File: config.mk
export PLATFORM = sky130hd
export DESIGN_NAME = form_urlencoded_stream_parser
export DESIGN_NICKNAME = d
export VERILOG_FILES = /design/src/rtl/core/ufp_pkg.sv /design/src/rtl/core/ufp_front.sv /design/src/rtl/core/ufp_queue.sv /design/src/rtl/core/ufp_back.sv /design/src/rtl/core/form_urlencoded_stream_parser.sv
export SDC_FILE = /design/constraint.sdc
export NUM_CORES = 1
export LEC_CHECK = 0
export ABC_CLOCK_PERIOD_IN_PS = 15600
export BUFFER_PORTS_ARGS = -buffer_cell sky130_fd_sc_hd__buf_2
export CAP_MARGIN = 10
export CORE_MARGIN = 2
export CORE_UTILIZATION = 40
export DETAILED_ROUTE_END_ITERATION = 16
export GPL_ROUTABILITY_DRIVEN = 0
export GPL_TIMING_DRIVEN = 0
export HOLD_SLACK_MARGIN = 0.05
export SETUP_SLACK_MARGIN = 0.5
export SLEW_MARGIN = 20
export SYNTH_ARGS = -nofsm -noshare
export SYNTH_HDL_FRONTEND = slang
export SYNTH_SLANG_ARGS = --single-unit
File: constraint.sdc
create_clock -name i_clk -period 15.6 [get_ports i_clk]
set_clock_uncertainty 0.05 [all_clocks]
set_input_delay 1.56 -clock i_clk [delete_from_list [all_inputs] [get_ports i_clk]]
set_output_delay 1.56 -clock i_clk [all_outputs]
set_load 0.01 [all_outputs]
File: src/rtl/core/ufp_pkg.sv
// ----------------------------------------------------------------------------
// ufp_pkg
// Shared types and constants for the form-urlencoded stream parser.
// ----------------------------------------------------------------------------
package ufp_pkg;

    // Special characters of the query syntax
    localparam logic [7:0] CH_AMP   = 8'h26;
    localparam logic [7:0] CH_EQ    = 8'h3D;
    localparam logic [7:0] CH_PLUS  = 8'h2B;
    localparam logic [7:0] CH_SPACE = 8'h20;
    localparam logic [7:0] CH_PCT   = 8'h25;

    // Most results one input beat can produce
    localparam int MAX_RES     = 5;
    localparam int RES_CNT_W   = $clog2(MAX_RES + 1);
    // Default depth of the front-to-back bundle queue
    localparam int QUEUE_DEPTH = 2;

    typedef enum logic [1:0] {
        KIND_NAME  = 2'd0,
        KIND_VALUE = 2'd1,
        KIND_PAIR  = 2'd2,
        KIND_DONE  = 2'd3
    } t_kind;

    // Input beat
    typedef struct packed {
        logic [7:0] in_byte;
        logic       last_byte;
    } t_in_beat;

    // Output beat
    typedef struct packed {
        t_kind      kind;
        logic [7:0] out_byte;
        logic       last_of_run;
    } t_out_beat;

    // One decoded result inside a bundle
    typedef struct packed {
        t_kind      kind;
        logic [7:0] data;
    } t_result;

    // All results of one input beat, slot 0 first
    typedef struct packed {
        logic [RES_CNT_W-1:0]      count;
        t_result [MAX_RES-1:0]     res;
    } t_bundle;

endpackage

File: src/rtl/core/ufp_front.sv
// ----------------------------------------------------------------------------
// ufp_front
// Parser state and per-byte classification; turns each accepted byte into
// a bundle of up to MAX_RES results.
// ----------------------------------------------------------------------------
module ufp_front import ufp_pkg::*; (
    input  logic     i_clk,
    input  logic     i_rst_n,
    input  logic     i_accept,
    input  t_in_beat i_in,
    output t_bundle  o_bundle,
    output logic     o_bundle_valid
);

    // Escape decoder states
    typedef enum logic [2:0] {
        PEND_NONE  = 3'b001,
        PEND_PCT   = 3'b010,
        PEND_DIGIT = 3'b100
    } t_pend;

    function automatic logic is_hex(input logic [7:0] c);
        is_hex = (c >= 8'h30 && c <= 8'h39) || (c >= 8'h41 && c <= 8'h46) ||
                 (c >= 8'h61 && c <= 8'h66);
    endfunction

    function automatic logic [3:0] hex_nib(input logic [7:0] c);
        logic [7:0] t;
        t = 8'h00;
        if (c <= 8'h39) begin
            t = c - 8'h30;
        end else if (c <= 8'h46) begin
            t = c - 8'h37;
        end else begin
            t = c - 8'h57;
        end
        hex_nib = t[3:0];
    endfunction

    logic       r_value_half, n_value_half;
    logic       r_nonempty,   n_nonempty;
    t_pend      r_pend,       n_pend;
    logic [7:0] r_held,       n_held;

    t_bundle    bundle;

    // Classify the byte and list its results in order
    always_comb begin
        logic [7:0]           c;
        logic                 hv;
        logic                 is_amp;
        logic                 is_split;
        logic                 dec;
        logic                 flush1;
        logic                 complete;
        logic                 hold;
        logic                 char_path;
        t_kind                hk;
        t_kind                hk2;
        t_pend                pend_mid;
        logic [7:0]           held_mid;
        logic                 vh_mid;
        logic                 ne_mid;
        logic [RES_CNT_W-1:0] n;

        c         = (i_in.in_byte == CH_PLUS) ? CH_SPACE : i_in.in_byte;
        hv        = is_hex(c);
        is_amp    = (i_in.in_byte == CH_AMP);
        is_split  = !is_amp && (i_in.in_byte == CH_EQ) && !r_value_half;
        dec       = !is_amp && !is_split;
        flush1    = is_amp || is_split || (dec && (r_pend != PEND_NONE) && !hv);
        complete  = dec && (r_pend == PEND_DIGIT) && hv;
        hold      = dec && (r_pend == PEND_PCT) && hv;
        char_path = dec && !complete && !hold;
        hk        = r_value_half ? KIND_VALUE : KIND_NAME;

        // State after the byte itself
        pend_mid = r_pend;
        if (flush1 || complete) begin
            pend_mid = PEND_NONE;
        end
        if (hold) begin
            pend_mid = PEND_DIGIT;
        end
        if (char_path && (c == CH_PCT)) begin
            pend_mid = PEND_PCT;
        end
        held_mid = hold ? c : r_held;
        vh_mid   = is_amp ? 1'b0 : (is_split ? 1'b1 : r_value_half);
        ne_mid   = !is_amp;
        hk2      = vh_mid ? KIND_VALUE : KIND_NAME;

        bundle = '0;
        n      = '0;
        // Flush of a broken or cut escape
        if (flush1 && (r_pend != PEND_NONE)) begin
            bundle.res[n[2:0]] = '{kind: hk, data: CH_PCT};
            n = n + 1'b1;
        end
        if (flush1 && (r_pend == PEND_DIGIT)) begin
            bundle.res[n[2:0]] = '{kind: hk, data: r_held};
            n = n + 1'b1;
        end
        // Decoded escape or plain byte
        if (complete) begin
            bundle.res[n[2:0]] = '{kind: hk, data: {hex_nib(r_held), hex_nib(c)}};
            n = n + 1'b1;
        end
        if (char_path && (c != CH_PCT)) begin
            bundle.res[n[2:0]] = '{kind: hk, data: c};
            n = n + 1'b1;
        end
        // Separator closes a pair that holds bytes
        if (is_amp && r_nonempty) begin
            bundle.res[n[2:0]] = '{kind: KIND_PAIR, data: 8'h00};
            n = n + 1'b1;
        end
        // End of query
        if (i_in.last_byte) begin
            if (pend_mid != PEND_NONE) begin
                bundle.res[n[2:0]] = '{kind: hk2, data: CH_PCT};
                n = n + 1'b1;
            end
            if (pend_mid == PEND_DIGIT) begin
                bundle.res[n[2:0]] = '{kind: hk2, data: held_mid};
                n = n + 1'b1;
            end
            if (ne_mid) begin
                bundle.res[n[2:0]] = '{kind: KIND_PAIR, data: 8'h00};
                n = n + 1'b1;
            end
            bundle.res[n[2:0]] = '{kind: KIND_DONE, data: 8'h00};
            n = n + 1'b1;
        end
        bundle.count = n;

        n_pend       = i_in.last_byte ? PEND_NONE : pend_mid;
        n_held       = held_mid;
        n_value_half = i_in.last_byte ? 1'b0 : vh_mid;
        n_nonempty   = i_in.last_byte ? 1'b0 : ne_mid;
    end

    // Parser state
    always_ff @(posedge i_clk) begin
        if (!i_rst_n) begin
            r_value_half <= 1'b0;
            r_nonempty   <= 1'b0;
            r_pend       <= PEND_NONE;
        end else if (i_accept) begin
            r_value_half <= n_value_half;
            r_nonempty   <= n_nonempty;
            r_pend       <= n_pend;
        end
    end

    always_ff @(posedge i_clk) begin
        if (i_accept) begin
            r_held <= n_held;
        end
    end

    // Beats with no result push nothing
    assign o_bundle       = bundle;
    assign o_bundle_valid = i_accept && (bundle.count != '0);

endmodule

File: src/rtl/core/ufp_queue.sv
// ----------------------------------------------------------------------------
// ufp_queue
// Small bundle queue between the front and back parts.
// ----------------------------------------------------------------------------
module ufp_queue import ufp_pkg::*; #(
    parameter int DEPTH = QUEUE_DEPTH
) (
    input  logic    i_clk,
    input  logic    i_rst_n,
    input  logic    i_wr,
    input  t_bundle i_wdata,
    output logic    o_full,
    input  logic    i_rd,
    output t_bundle o_rdata,
    output logic    o_empty
);

    localparam int PTR_W = (DEPTH > 1) ? $clog2(DEPTH) : 1;
    localparam int CNT_W = $clog2(DEPTH + 1);
    localparam logic [PTR_W-1:0] LAST_PTR = PTR_W'(DEPTH - 1);
    localparam logic [CNT_W-1:0] FULL_CNT = CNT_W'(DEPTH);

    t_bundle          mem [DEPTH];
    logic [PTR_W-1:0] r_wptr, n_wptr;
    logic [PTR_W-1:0] r_rptr, n_rptr;
    logic [CNT_W-1:0] r_cnt,  n_cnt;
    logic             wr_en, rd_en;

    assign wr_en = i_wr && !o_full;
    assign rd_en = i_rd && !o_empty;

    // Pointer and occupancy update
    always_comb begin
        n_wptr = r_wptr;
        n_rptr = r_rptr;
        n_cnt  = r_cnt;
        if (wr_en) begin
            n_wptr = (r_wptr == LAST_PTR) ? '0 : r_wptr + 1'b1;
        end
        if (rd_en) begin
            n_rptr = (r_rptr == LAST_PTR) ? '0 : r_rptr + 1'b1;
        end
        if (wr_en && !rd_en) begin
            n_cnt = r_cnt + 1'b1;
        end else if (rd_en && !wr_en) begin
            n_cnt = r_cnt - 1'b1;
        end
    end

    always_ff @(posedge i_clk) begin
        if (!i_rst_n) begin
            r_wptr <= '0;
            r_rptr <= '0;
            r_cnt  <= '0;
        end else begin
            r_wptr <= n_wptr;
            r_rptr <= n_rptr;
            r_cnt  <= n_cnt;
        end
    end

    // Storage
    always_ff @(posedge i_clk) begin
        if (wr_en) begin
            mem[r_wptr] <= i_wdata;
        end
    end

    assign o_rdata = mem[r_rptr];
    assign o_full  = (r_cnt == FULL_CNT);
    assign o_empty = (r_cnt == '0);

endmodule

File: src/rtl/core/ufp_back.sv
// ----------------------------------------------------------------------------
// ufp_back
// Walks the head bundle one result per cycle into the output register unless pop stalls it.
// ----------------------------------------------------------------------------
module ufp_back import ufp_pkg::*; (
    input  logic      i_clk,
    input  logic      i_rst_n,
    input  t_bundle   i_q_data,
    input  logic      i_q_empty,
    output logic      o_q_rd,
    output t_out_beat o_out,
    output logic      o_empty,
    input  logic      i_pop
);

    logic [RES_CNT_W-1:0] r_idx, n_idx;
    logic                 r_valid, n_valid;
    t_out_beat            r_out;
    logic                 load;
    logic                 is_last;
    t_result              cur;

    // Load when the output slot is free or being drained this cycle
    assign load    = !i_q_empty && (!r_valid || i_pop);
    assign cur     = i_q_data.res[r_idx[2:0]];
    assign is_last = (r_idx == i_q_data.count - 1'b1);

    always_comb begin
        n_idx   = r_idx;
        n_valid = r_valid && !i_pop;
        if (load) begin
            n_valid = 1'b1;
            n_idx   = is_last ? '0 : r_idx + 1'b1;
        end
    end

    always_ff @(posedge i_clk) begin
        if (!i_rst_n) begin
            r_idx   <= '0;
            r_valid <= 1'b0;
        end else begin
            r_idx   <= n_idx;
            r_valid <= n_valid;
        end
    end

    // Output beat register
    always_ff @(posedge i_clk) begin
        if (load) begin
            r_out <= '{kind: cur.kind, out_byte: cur.data, last_of_run: is_last};
        end
    end

    assign o_q_rd  = load && is_last;
    assign o_out   = r_out;
    assign o_empty = !r_valid;

endmodule

File: src/rtl/core/form_urlencoded_stream_parser.sv
// ----------------------------------------------------------------------------
// form_urlencoded_stream_parser
// Streaming application/x-www-form-urlencoded decoder, one byte per beat.
// ----------------------------------------------------------------------------
// Takes one query byte per cycle and returns a stream of decoded name bytes,
// value bytes, pair-complete markers and a query-finished marker; the last
// result of each input byte carries last_of_run. The front part decodes a
// byte in the cycle it is accepted and writes all of its results as one
// bundle into a QUEUE_DEPTH_P-entry queue; bytes that give no result (a held
// '%' or hex digit) write nothing. The back part sends one result per cycle
// from an output register while popped, so a byte with n results holds the
// back part until all n are sent and the input keeps flowing at one byte per
// cycle as long as the output is popped and the bytes give at most one result
// each. Input stalls (full) only while the queue is full, e.g. during a burst
// of escape flushes and end markers.
module form_urlencoded_stream_parser import ufp_pkg::*; #(
    parameter int QUEUE_DEPTH_P = QUEUE_DEPTH
) (
    input  logic      i_clk,
    input  logic      i_rst_n,
    input  t_in_beat  i_in,
    input  logic      push,
    output logic      full,
    output t_out_beat o_out,
    output logic      empty,
    input  logic      pop
);

    logic    accept;
    t_bundle fr_bundle;
    logic    fr_valid;
    t_bundle q_data;
    logic    q_empty;
    logic    q_rd;
    logic    q_full;

    assign accept = push && !q_full;
    assign full   = q_full;

    // Front: byte classification and parser state
    ufp_front u_front (
        .i_clk          (i_clk),
        .i_rst_n        (i_rst_n),
        .i_accept       (accept),
        .i_in           (i_in),
        .o_bundle       (fr_bundle),
        .o_bundle_valid (fr_valid)
    );

    // Bundle queue
    ufp_queue #(
        .DEPTH (QUEUE_DEPTH_P)
    ) u_queue (
        .i_clk   (i_clk),
        .i_rst_n (i_rst_n),
        .i_wr    (fr_valid),
        .i_wdata (fr_bundle),
        .o_full  (q_full),
        .i_rd    (q_rd),
        .o_rdata (q_data),
        .o_empty (q_empty)
    );

    // Back: result serializer
    ufp_back u_back (
        .i_clk     (i_clk),
        .i_rst_n   (i_rst_n),
        .i_q_data  (q_data),
        .i_q_empty (q_empty),
        .o_q_rd    (q_rd),
        .o_out     (o_out),
        .o_empty   (empty),
        .i_pop     (pop)
    );

endmodule

# == After elaboration in Yosys (flattened, before gate mapping) ==
# Memories as Yosys holds them, arrays and structs flattened. A register that Yosys moved wholly into a read port is not among the register bits.
# Cells that the tools add are included.
# Widths: inputs -> output; s select.
# word_totals
ram_bits,106
memories,1
out_inout_bits,13
reg_bits,32
in_bits,13
elab_cells,211
# memory_table
memory,words,word_bits,rd,rd_clocked_by_memory_dff,write_ports,line,text
u_queue.mem,2,53,1,1,1,ufp_queue.sv:23,t_bundle mem [DEPTH];
# classes
n_reduce_logical,57
bitwise,9
n_mux,75
magnitude_cmp,25
addsub,20
eq_ne,12
# op_table
cell,n
$mux 50,11
$bwmux 50,5
$demux 10 s3,8
$mux 10,10
$and 45x45->45,2
$not 45->45,2
$mux 3,16
$and 40x40->40,1
$not 40->40,1
$logic_and 1x1->1,36
$eq 8x6->1 const B,4
$lt 3x4->1 const B,8
$bmux 10 s3,1
$add 3x1->3 const B,8
$le 8x7->1 const B,3
$mux 4,6
$ge 3x1->1 const B,7
$ge 8x7->1 const B,2
$le 8x6->1 const B,2
$mux 8,2
$sub 4x3->4 const B,4
$mux 1,14
$logic_not 1->1,12
$or 10x10->10,1
21 further kinds,32

# == Depth between registers and ports, before layout ==
# Gate-level depths: netlist of the first run.
# depth
depth_word,37
mapped_depth,40
depth_no_buf,40

# == By module ==
# From an unflattened synthesis of the first run, not the netlist that was laid out.
# unflattened
hier_cells,710
hier_area_um2,8269.2
# by_module_without_submodules
module,area_per_inst_um2,seq_area_each_um2,instances,cells_per_inst
ufp_queue,4056.4,3283.1,1,190
ufp_front,3231.8,340.3,1,451
ufp_back,967.2,410.4,1,68
form_urlencoded_stream_parser,13.8,0.0,1,1

# == Worst setup path after synthesis of the first run ==
# No wires, ideal clock.
# synth_timing
path_type,input to register
from,in i_in[8] (netlist bit)
to,mem u_queue.mem[0][0] (netlist bit) (enable)
required_ns,15.086
slack_ns,4.906
arrival_ns,10.180
setup_time_ns,0.464
cell_stages,35
path_buffers,1
path_cell_list,clkbuf_1 nor2_1 a311oi_4 o21a_4 nor2_1 o21ai_1 a21oi_1 ha_1 inv_1 o22ai_1 or2_2 ha_1 nor2_1 nor2_1 ha_1 nor2_1 a31oi_1 o41ai_1 inv_1 ha_1 a21o_1 ha_1 and2_1 a31o_2 or2_1 ha_1 nand2_1 nand2_1 ha_1 xor2_1 xnor2_1 mux2i_1 o21bai_1 o21ai_0 nor2_1
# synth_rtl
item,line,text
start: declaration,form_urlencoded_stream_parser.sv:21,"input t_in_beat i_in,"
end: declaration,ufp_queue.sv:23,

==> impl_metrics.json, run 1 <==
{
  "timing_max_transition_violations_final": 0,
  "final.min_clock_period_ns": 10.65,
  "leakage_nw": 3.221,
  "power.total_mw": 1.211,
  "first_pass_grt_wire_length_um": 33580,
  "area.growth.synth_to_final_pct": 14.00,
  "cts_setup_buffers": 0,
  "row_count": 52,
  "cts_root_buffer": "clkbuf_16",
  "end_kind": "register",
  "post-route-period-util_pct": 68.25,
  "remaining_drc_errors": 0,
  "ys_seq_elements": 139,
  "clock_sinks": 139,
  "routedWlPerCell_um": 20.27,
  "cts_max_level": 4,
  "critical_path.slowest_cell": "a21oi_1",
  "regToRegEndpoint": "u_queue.r_cnt[1]$_SDFFE_PN0P_",
  "synth-seq-area-share_pct": 49.77,
  "design.die.area_sq_um": 21420,
  "worstSetupEndpoint": "u_queue.r_cnt[1]$_SDFFE_PN0P_",
  "critical_path_required_ns": 15.88,
  "fp.dieH_um": 146.4,
  "max-cap-violations": 0,
  "timing.hold.ws_ns": 0.4580,
  "yosys_most_used_dff": "edfxtp_1",
  "setup_viol": 0,
  "ctsLongestPathBuffers": 2,
  "netlist_instances": 721,
  "detailedPlacementHpwl_um": 16190,
  "r2r_cells": 34,
  "io_buffer_count": 23,
  "cts-hold-fix-buffers": 0,
  "critical_path_origin": "i_in[2]",
  "report.final.hold_viol_count": 0,
  "initial_utilization_pct": 40.45,
  "timing.critical_path.from_type": "input port",
  "pin_count_of_the_biggest_net_entering_global_routing": 26,
  "grt_util_overall_pct": 20.38,
  "dieWidth_um": 146.4,
  "netlist_area_sq_um": 8105,
  "r2r_start": "u_front.r_value_half$_SDFFE_PN0P_",
  "power_per_cell_area_nw_per_um2": 131.0,
  "outcome": "complete, no violations",
  "crit_type": "input port to register",
  "detailedRoute.firstPassIterationCount": 7,
  "tritoncts.num_buffers": 17,
  "min_path_type": "register to register",
  "synth_edf_count": 125,
  "post_cts.resized_instances": 0,
  "totalWireLength_um": 21310,
  "synthArstFlopShare_pct": 0,
  "worst_path_largest_cell_delay_ns": 0.79,
  "fmax_mhz": 93.93,
  "vias": 6166,
  "irDropWorstVdd_mv": 0.07845,
  "drive_above_1_share_pct": 16.13,
  "finalSetupTns_ns": 0,
  "clk_transition_reported_paths_ns": 0.06,
  "io-pin-count": 26,
  "clock_insertion_delay_worst_skew_ns": 0.42,
  "antenna_violating_nets_post_route": 0,
  "antenna_found_initial": 0,
  "area_inside_the_core_boundary_sq_um": 20040,
  "critical_path_arrival_ns": 10.92,
  "first_global_vias": 5920,
  "synthesis.yosys.warnings": 0,
  "synth_cell_type_count": 88,
  "synthesis.area_per_instance_sq_um": 11.24,
  "crit_path_max_fanout": 11,
  "grt_setup_unrepaired": "no",
  "diodes": 0,
  "worst-r2r-setup-slack_ns": 6.62,
  "hold_path_depth": 2,
  "timing.slew.headroom_pct": 24.98,
  "num-nets-final": 799,
  "utilization_pct": 46.11,
  "first_iter_violations": 799,
  "cts_tree": "yes",
  "tightestPinTransition_ns": 1.117,
  "grt.overflow.total": 0,
  "post_drt_via_cell_ratio": 5.867,
  "numPlacedInstances": 1019,
  "worst_path_most_repeated_cell": "ha_1",
  "final_non_filler_cell_total": 1051
}
==> worst max-delay path, delay by kind of cell <==
kind	cells	cell delay, ns
AOI/OAI and AO/OA	12	3.52
xor gates and xnor gates	2	0.39
adders and majority gates	9	2.73
buffers and inverters	5	0.62
muxes	1	0.21
and+or+nand+nor	11	1.85
==> per-layer routing <==
layer	part of all wire (%)	GRT usage, %	vias to the layer above
met5	0	0	-
met4	2.3	6.214	0
met1	45	28.82	2983
li1	-	-	2851
met2	46	32.03	285
met3	6.4	3.906	47
==> power by group <==
part           internal [mW]  switching (mW)  leakage (nW)
combinational          0.122           0.174          1.63
sequential             0.497          0.0251          1.31
clock                  0.235           0.158         0.272
==> worst min path at each step <==
stage / startpoint / to / slack, ns
5_1_grt: u_queue.r_wptr$_SDFFE_PN0P_ / u_queue.r_wptr$_SDFFE_PN0P_ / 0.50
6_report: u_queue.r_wptr$_SDFFE_PN0P_ / u_queue.r_wptr$_SDFFE_PN0P_ / 0.46
4_1_cts: u_queue.r_wptr$_SDFFE_PN0P_ / u_queue.r_wptr$_SDFFE_PN0P_ / 0.46
3_5_place_dp: u_queue.r_wptr$_SDFFE_PN0P_ / u_queue.r_wptr$_SDFFE_PN0P_ / 0.45
3_3_place_gp: u_queue.r_wptr$_SDFFE_PN0P_ / u_queue.r_wptr$_SDFFE_PN0P_ / 0.41
2_1_floorplan: u_queue.r_wptr$_SDFFE_PN0P_ / u_queue.r_wptr$_SDFFE_PN0P_ / 0.40
==> cell usage after synthesis, types with 4 or more instances <==
master | n | area share (%)
edfxtp_1 | 125 | 46
nor2_1 | 72 | 3.3
nand2_1 | 59 | 2.7
a21oi_1 | 37 | 2.3
mux2i_1 | 30 | 3.7
o21ai_0 | 30 | 1.9
inv_1 | 28 | 1.3
o22ai_1 | 25 | 1.9
clkbuf_1 | 20 | 0.93
mux4_2 | 20 | 5.6
ha_1 | 17 | 2.6
and2_1 | 16 | 1.2
nor3_1 | 16 | 0.99
xnor2_1 | 15 | 1.6
a211oi_1 | 14 | 1.3
dfxtp_1 | 14 | 3.5
buf_2 | 11 | 0.68
nand3_1 | 10 | 0.62
o21a_1 | 7 | 0.65
o21ai_1 | 7 | 0.43
xor2_1 | 7 | 0.76
a31oi_1 | 6 | 0.46
and3_1 | 6 | 0.46
nor3b_1 | 6 | 0.56
o2bb2ai_1 | 6 | 0.65
a21boi_0 | 5 | 0.46
a22oi_1 | 5 | 0.46
nand2b_1 | 5 | 0.39
or3_1 | 5 | 0.39
a21o_1 | 4 | 0.37
a32oi_1 | 4 | 0.43
nor4_1 | 4 | 0.31
==> stage by stage <==
stage	setup WS, ns	cell area (sq um)
6_report	4.954	9240
5_1_grt	4.233	9240
4_1_cts	5.092	9240
3_3_place_gp	2.418	8562
2_1_floorplan	4.906	8109
3_5_place_dp	4.718	8667
==> registers in the layout, indices dropped and copies added (netlist names), named ones only <==
register	count
u_front.r_held	8
u_queue.r_rptr	1
u_queue.r_cnt	2
u_front.r_nonempty	1
u_back.r_idx	3
u_back.r_valid	1
u_front.r_pend	3
u_front.r_value_half	1
u_queue.mem	106
u_queue.r_wptr	1
u_back.o_out	11
==> cells by family after synthesis <==
| group | after synthesis | share of synthesized area, % |
|---|---|---|
| other cells | 1 | 0.04627 |
| simple gates | 229 | 14.28 |
| mux | 51 | 9.401 |
| fa+ha+maj | 18 | 2.871 |
| compound gates | 190 | 16.49 |
| xor+xnor | 27 | 3.875 |
| flops | 139 | 49.77 |
| buf+inv | 66 | 3.273 |
==> placed cells by master (no fill, tap or decap), types with 4 or more instances in the layout <==
cell / netlist / layout
edfxtp_1: 125 / 125
nor2_1: 72 / 69
nand2_1: 59 / 59
a21oi_1: 37 / 37
buf_2: 11 / 34
mux2i_1: 30 / 30
o21ai_0: 30 / 30
inv_1: 28 / 28
o22ai_1: 25 / 25
clkbuf_1: 20 / 21
mux4_2: 20 / 20
ha_1: 17 / 17
clkbuf_16: 0 / 17
nor3_1: 16 / 16
and2_1: 16 / 16
xnor2_1: 15 / 15
a211oi_1: 14 / 14
dfxtp_1: 14 / 14
nand3_1: 10 / 10
o21ai_1: 7 / 7
xor2_1: 7 / 7
o21a_1: 7 / 7
nor3b_1: 6 / 6
and3_1: 6 / 6
a31oi_1: 6 / 6
o2bb2ai_1: 6 / 6
nand2b_1: 5 / 5
or3_1: 5 / 5
a22oi_1: 5 / 5
a21boi_0: 5 / 5
a21o_1: 4 / 4
nor4_1: 4 / 4
a32oi_1: 4 / 4
==> cell type report <==
class	instances	area, sq um
inverters	31	116.4
clock inverters	14	143.9
repair buffers	27	202.7
fillers	1872	10800
multi-input cells	517	3827
well taps	270	337.8
clock buffers	18	429.2
flip-flops and latches	139	4034
plain buffers	35	148.9
Power figures use the tool's default switching activity.
==> inputs of run 2 (changes only) <==
Settings changed: ABC_AREA set to 1, ABC_CLOCK_PERIOD_IN_PS 15600 to 11200.
Clock period 15.6 ns to 11.2 ns, I/O delays scaled along.
==> impl_metrics.json, run 2 <==
{
  "crit_type": "input port to register",
  "design.die.area_sq_um": 22130,
  "timing.critical_path.from_type": "input port",
  "vias": 6652,
  "io_buffer_count": 23,
  "power.net_switching_uw": 678.4,
  "drive_above_1_share_pct": 19.29,
  "sw_frac_of_total_pct": 34.90,
  "crit_path_max_fanout": 21,
  "report.final.hold_viol_count": 0,
  "worst-r2r-setup-slack_ns": 3.32,
  "tightestPinTransition_ns": 0.8075,
  "cts_max_level": 4,
  "synth-seq-area-share_pct": 48.12,
  "post_cts.resized_instances": 0,
  "critical_path_arrival_ns": 9.32,
  "initial_utilization_pct": 41.03,
  "detailedPlacementHpwl_um": 16860,
  "r2r_cells": 34,
  "comb_power_share_pct": 31.8,
  "ys_seq_elements": 139,
  "finalWorstSetupSlack_ns": 1.959,
  "routedWlPerCell_um": 18.30,
  "timing.slew.headroom_pct": 45.60,
  "first_iter_violations": 659,
  "place_ws_ns": 1.476,
  "max-cap-violations": 0,
  "synthesis.area_per_instance_sq_um": 9.294,
  "worst_path_largest_cell_delay_ns": 0.57,
  "cellInternalPower_mw": 1.266,
  "detailedRoute.firstPassIterationCount": 6,
  "remaining_drc_errors": 0,
  "most-common-layout-cells": "125 x nand2_1, 125 x edfxtp_1, 100 x nor2_1",
  "fmax_mhz": 108.2,
  "cts_setup_buffers": 0,
  "clock_sinks": 139,
  "tritoncts.num_buffers": 17,
  "pin_count_of_the_biggest_net_entering_global_routing": 54,
  "number_of_flip_flops_in_the_largest_register": 106,
  "netlist_instances": 902,
  "final.fill_count": 1979,
  "cts-hold-fix-buffers": 0,
  "yosys-top-cells-count": "125 x edfxtp_1, 125 x nand2_1, 101 x nor2_1, 79 x o21ai_0, 62 x inv_1",
  "synth.largest_area_cell": "edfxtp_1",
  "io-pin-count": 26,
  "netlist_area_sq_um": 8383,
  "synth.top_cells.by_area": "edfxtp_1 45%, nand2_1 5.6%, o21ai_0 4.7%, nor2_1 4.5%, dfxtp_1 3.3%",
  "registers.top_by_ff_count": "u_queue.mem",
  "outcome": "complete, no violations",
  "first_global_vias": 6330,
  "worst-path-buf-inv": 11,
  "dieWidth_um": 148.8,
  "end_kind": "register",
  "power.clock.fraction_pct": 30.1,
  "area.growth.synth_to_final_pct": 13.51,
  "power_per_cell_area_nw_per_um2": 204.3,
  "timing.hold.ws_ns": 0.4372,
  "final.min_clock_period_ns": 9.241,
  "first_pass_grt_wire_length_um": 35580,
  "holdCritStartpoint": "u_front.r_nonempty$_SDFFE_PN0P_",
  "multi_input_area_sq_um": 3897,
  "grt.overflow.total": 0,
  "synth_cell_type_count": 55,
  "post_drt_via_cell_ratio": 5.413,
  "r2r_start": "u_front.r_pend[1]$_SDFFE_PN0P_",
  "synthesis.yosys.warnings": 0,
  "ctsLongestPathBuffers": 2,
  "grt_util_overall_pct": 21.15,
  "setup_viol": 0,
  "layout.area.seq_sq_um": 4034,
  "diodes": 0,
  "critical_path_cell_count": 43,
  "grt_setup_unrepaired": "no",
  "synthArstFlopShare_pct": 0,
  "cts_root_buffer": "clkbuf_16",
  "totalWireLength_um": 22490,
  "post-synth-top-area-fraction_pct": 44.78,
  "worst_path_most_repeated_cell": "ha_1",
  "seq_power_share_pct": 38.1,
  "regToRegEndpoint": "u_queue.mem[0][41]$_DFFE_PP_",
  "antenna_found_initial": 0,
  "antenna_violating_nets_post_route": 0,
  "irDropWorstVdd_mv": 0.1020,
  "critical_path_origin": "i_in[2]",
  "cts_tree": "yes",
  "leakage_nw": 3.694,
  "min_path_type": "register to register",
  "worstSetupEndpoint": "u_queue.mem[0][41]$_DFFE_PP_",
  "area_inside_the_core_boundary_sq_um": 20430,
  "clock_insertion_delay_worst_skew_ns": 0.42,
  "yosys_most_used_dff": "edfxtp_1",
  "cp_top_family": "simple AND/OR/NAND/NOR gates",
  "row_count": 52,
  "post-route-period-util_pct": 82.51,
  "clk_transition_reported_paths_ns": 0.06,
  "timing_max_transition_violations_final": 0,
  "num-nets-final": 978,
  "synth_edf_count": 125,
  "critical_path_required_ns": 11.28,
  "critical_path.slowest_cell": "a21oi_1",
  "fp.dieH_um": 148.8
}
-- run 2: cell count changes in the layout (fill, tap and decap cells not counted), sizes merged, moves of 13 or more --
cell,change
a211oi,-14
a21oi,+13
and2,-17
inv,+53
mux4,-20
nand2,+106
nand3,+57
nor2,+42
nor3,-13
o21ai,+64
o221ai,+20
o22ai,-19
xnor2,-17
-- run 2: worst min-delay path by stage --
stage	end	cells after the start
floorplan	u_front.r_nonempty$_SDFFE_PN0P_	2
global placement	u_front.r_nonempty$_SDFFE_PN0P_	2
detailed placement	u_front.r_nonempty$_SDFFE_PN0P_	2
CTS	u_front.r_nonempty$_SDFFE_PN0P_	2
global route	u_front.r_nonempty$_SDFFE_PN0P_	2
finish	u_front.r_nonempty$_SDFFE_PN0P_	2
-- run 2: final cells by class --
| class | count | area share, % |
|---|---|---|
| inverters | 85 | 3.458 |
| well taps | 270 | 3.550 |
| flip-flops and latches | 139 | 42.39 |
| repair buffers | 25 | 1.788 |
| clock buffers | 17 | 4.471 |
| clock inverters | 14 | 1.946 |
| plain buffers | 32 | 1.433 |
| multi-input cells | 647 | 40.96 |
-- run 2: cell families after synthesis --
| logic type | Yosys count | synth area share, % |
|---|---|---|
| other | 1 | 0.04473 |
| buffers and inverters | 117 | 5.522 |
| DFF | 139 | 48.12 |
| muxes | 22 | 2.627 |
| xor gates and xnor gates | 11 | 1.149 |
| and+or+nand+nor | 377 | 23.63 |
| AOI/OAI and AO/OA | 217 | 16.13 |
| adders and majority gates | 18 | 2.776 |
-- run 2: per-stage QoR --
stage	area, sq um	power [mW]	utilization (%)	TNS, ns	std cells
2_1_floorplan	8387	1.165	-	0	903
3_3_place_gp	8840	1.352	43.27	-64.20	1196
3_5_place_dp	8905	1.367	43.59	0	1198
4_1_cts	9515	1.953	46.58	0	1229
5_1_grt	9515	2.045	46.58	0	1229
6_report	9515	1.944	46.58	0	1229
-- run 2: worst register-to-register path, delay by kind of cell (launching register included) --
kind / cells / cell delay [ns]
fa+ha+maj: 7 / 1.98
flops: 1 / 0.43
buf+inv: 9 / 1.38
simple gates: 11 / 1.76
compound gates: 7 / 2.01
-- run 2: power by group through the flow --
stage,logic (mW),clock network [mW],registers (mW)
floorplan,0.403,0,0.762
global placement,0.594,0,0.758
detailed placement,0.614,0,0.753
CTS,0.617,0.593,0.742
global route,0.682,0.612,0.751
finish,0.618,0.584,0.742
-- run 2: layer usage --
metal | routed length (um) | GRT usage (%) | vias to the layer above
li1 | - | - | 3296
met2 | 10490 | 34.14 | 196
met4 | 586 | 7.952 | 0
met1 | 10430 | 29.33 | 3126
met5 | 0 | 0 | -
met3 | 991 | 2.599 | 34
==> inputs of run 3 (changes only) <==
Settings changed: ABC_CLOCK_PERIOD_IN_PS 11200 to 8750.
Clock period 11.2 ns to 8.75 ns, I/O delays scaled along.
==> impl_metrics.json, run 3 (same netlist as run 2, synthesis figures left out) <==
{
  "dieWidth_um": 148.8,
  "r2r_start": "u_front.r_value_half$_SDFFE_PN0P_",
  "report.final.hold_viol_count": 0,
  "leakage_nw": 3.702,
  "initial_utilization_pct": 41.03,
  "detailedPlacementHpwl_um": 17000,
  "cts_root_buffer": "clkbuf_16",
  "clock_sinks": 139,
  "design.die.area_sq_um": 22130,
  "end_kind": "register",
  "most-common-layout-cells": "125 x edfxtp_1, 124 x nand2_1, 100 x nor2_1",
  "setup_viol": 0,
  "crit_type": "input port to register",
  "worst_path_most_repeated_cell": "ha_1",
  "worst_path_largest_cell_delay_ns": 0.34,
  "vias": 6751,
  "cts_max_level": 4,
  "mostFrequentLayoutCell": "edfxtp_1",
  "grt_setup_unrepaired": "no",
  "endpoint_of_the_worst_hold_timing_path": "u_front.r_nonempty$_SDFFE_PN0P_",
  "irDropWorstVdd_mv": 0.1295,
  "clock_insertion_delay_worst_skew_ns": 0.42,
  "critical_path_arrival_ns": 7.99,
  "first_pass_grt_wire_length_um": 35580,
  "power_per_cell_area_nw_per_um2": 258.3,
  "outcome": "complete, no violations",
  "power.total_mw": 2.477,
  "timing.hold.ws_ns": 0.4254,
  "drive_above_1_share_pct": 20.48,
  "io-pin-count": 26,
  "regToRegEndpoint": "u_queue.r_cnt[1]$_SDFFE_PN0P_",
  "number_of_flip_flops_in_the_largest_register": 106,
  "crit_path_max_fanout": 9,
  "post-route-period-util_pct": 88.49,
  "antenna_found_initial": 0,
  "detailedRoute.firstPassIterationCount": 6,
  "worst-r2r-setup-slack_ns": 2.05,
  "timing.critical_path.from_type": "input port",
  "cp_top_family": "adder cells",
  "pin_count_of_the_biggest_net_entering_global_routing": 33,
  "tritoncts.num_buffers": 17,
  "remaining_drc_errors": 0,
  "utilization_pct": 46.94,
  "max-cap-violations": 0,
  "area_inside_the_core_boundary_sq_um": 20430,
  "hold_path_depth": 2,
  "routedWlPerCell_um": 18.39,
  "fp.dieH_um": 148.8,
  "tightestPinTransition_ns": 0.7450,
  "grt_util_overall_pct": 21.24,
  "antenna_violating_nets_post_route": 0,
  "critical_path.slowest_cell": "or2_2",
  "first_global_vias": 6327,
  "ctsLongestPathBuffers": 2,
  "clk_transition_reported_paths_ns": 0.06,
  "diodes": 0,
  "grt.overflow.total": 0,
  "num-nets-final": 985,
  "cts_tree": "yes",
  "timing.slew.headroom_pct": 50.33,
  "final_non_filler_cell_total": 1237,
  "row_count": 52,
  "post_drt_via_cell_ratio": 5.458,
  "r2r_cells": 36,
  "numPlacedInstances": 1199,
  "finalSetupTns_ns": 0,
  "holdCritStartpoint": "u_front.r_nonempty$_SDFFE_PN0P_",
  "io_buffer_count": 23,
  "totalWireLength_um": 22750,
  "timing_max_transition_violations_final": 0,
  "min_path_type": "register to register",
  "first_iter_violations": 576,
  "critical_path_required_ns": 9.00,
  "registers.top_by_ff_count": "u_queue.mem",
  "fmax_mhz": 129.1,
  "area.growth.synth_to_final_pct": 14.40,
  "final.fill_count": 2058,
  "worst-path-buf-inv": 10,
  "final.min_clock_period_ns": 7.743
}
-- run 3: per-stage QoR --
| step | setup WS [ns] | instance area [sq um] |
|---|---|---|
| 2_1_floorplan | 0.5757 | 8398 |
| 3_3_place_gp | -1.165 | 8851 |
| 3_5_place_dp | -0.7216 | 8911 |
| 4_1_cts | 0.5493 | 9540 |
| 5_1_grt | 0.5091 | 9590 |
| 6_report | 1.007 | 9590 |
-- run 3: area by class of cell --
cell class | count | area (sq um) | share of cell area [%]
repair inverters | 1 | 7.507 | 0.07828
multi-input cells | 647 | 3933 | 41.00
well taps | 270 | 337.8 | 3.523
inverters | 85 | 330.3 | 3.444
repair buffers | 31 | 212.7 | 2.218
plain buffers | 32 | 136.4 | 1.422
clock inverters | 14 | 170.2 | 1.774
flip-flops and latches | 139 | 4034 | 42.06
clock buffers | 18 | 429.2 | 4.475
-- run 3: how the worst max path moves through the flow --
stage               cells past startpoint  slack [ns]                             to     from
finish                                 46        1.01  u_queue.r_cnt[1]$_SDFFE_PN0P_  i_in[2]
global route                           46        0.51  u_queue.r_cnt[1]$_SDFFE_PN0P_  i_in[2]
CTS                                    46        0.55  u_queue.r_cnt[1]$_SDFFE_PN0P_  i_in[2]
detailed placement                     42       -0.72   u_queue.mem[1][46]$_DFFE_PP_  i_in[2]
global placement                       41       -1.16   u_queue.mem[1][47]$_DFFE_PP_  i_in[2]
floorplan                              38        0.58    u_queue.mem[1][0]$_DFFE_PP_  i_in[3]
-- run 3: tightest hold or removal path, stage by stage, from the launching register on --
cell,delay (ns)
dfxtp_1,0.32
nand2_1,0.06
a21oi_1,0.05
-- run 3: where the power goes --
group	internal, mW	leakage, nW	switching (mW)
sequential	0.910	1.31	0.0386
combinational	0.259	2.11	0.539
clock	0.449	0.284	0.281
-- run 3: routing by layer --
layer	track usage [%]	wire length, um
met1	28.90	10250
met5	0	0
met2	34.65	10660
met3	2.508	1208
met4	8.762	628
-- run 3: timing repair --
action | in CTS | in global routing
gates resized for setup | 4 | 6
cloned | 1 | 0
setup endpoints to repair | 108 | 105
pin swaps | 0 | 3
setup buffers | 1 | 4
hold buffers | 0 | 0
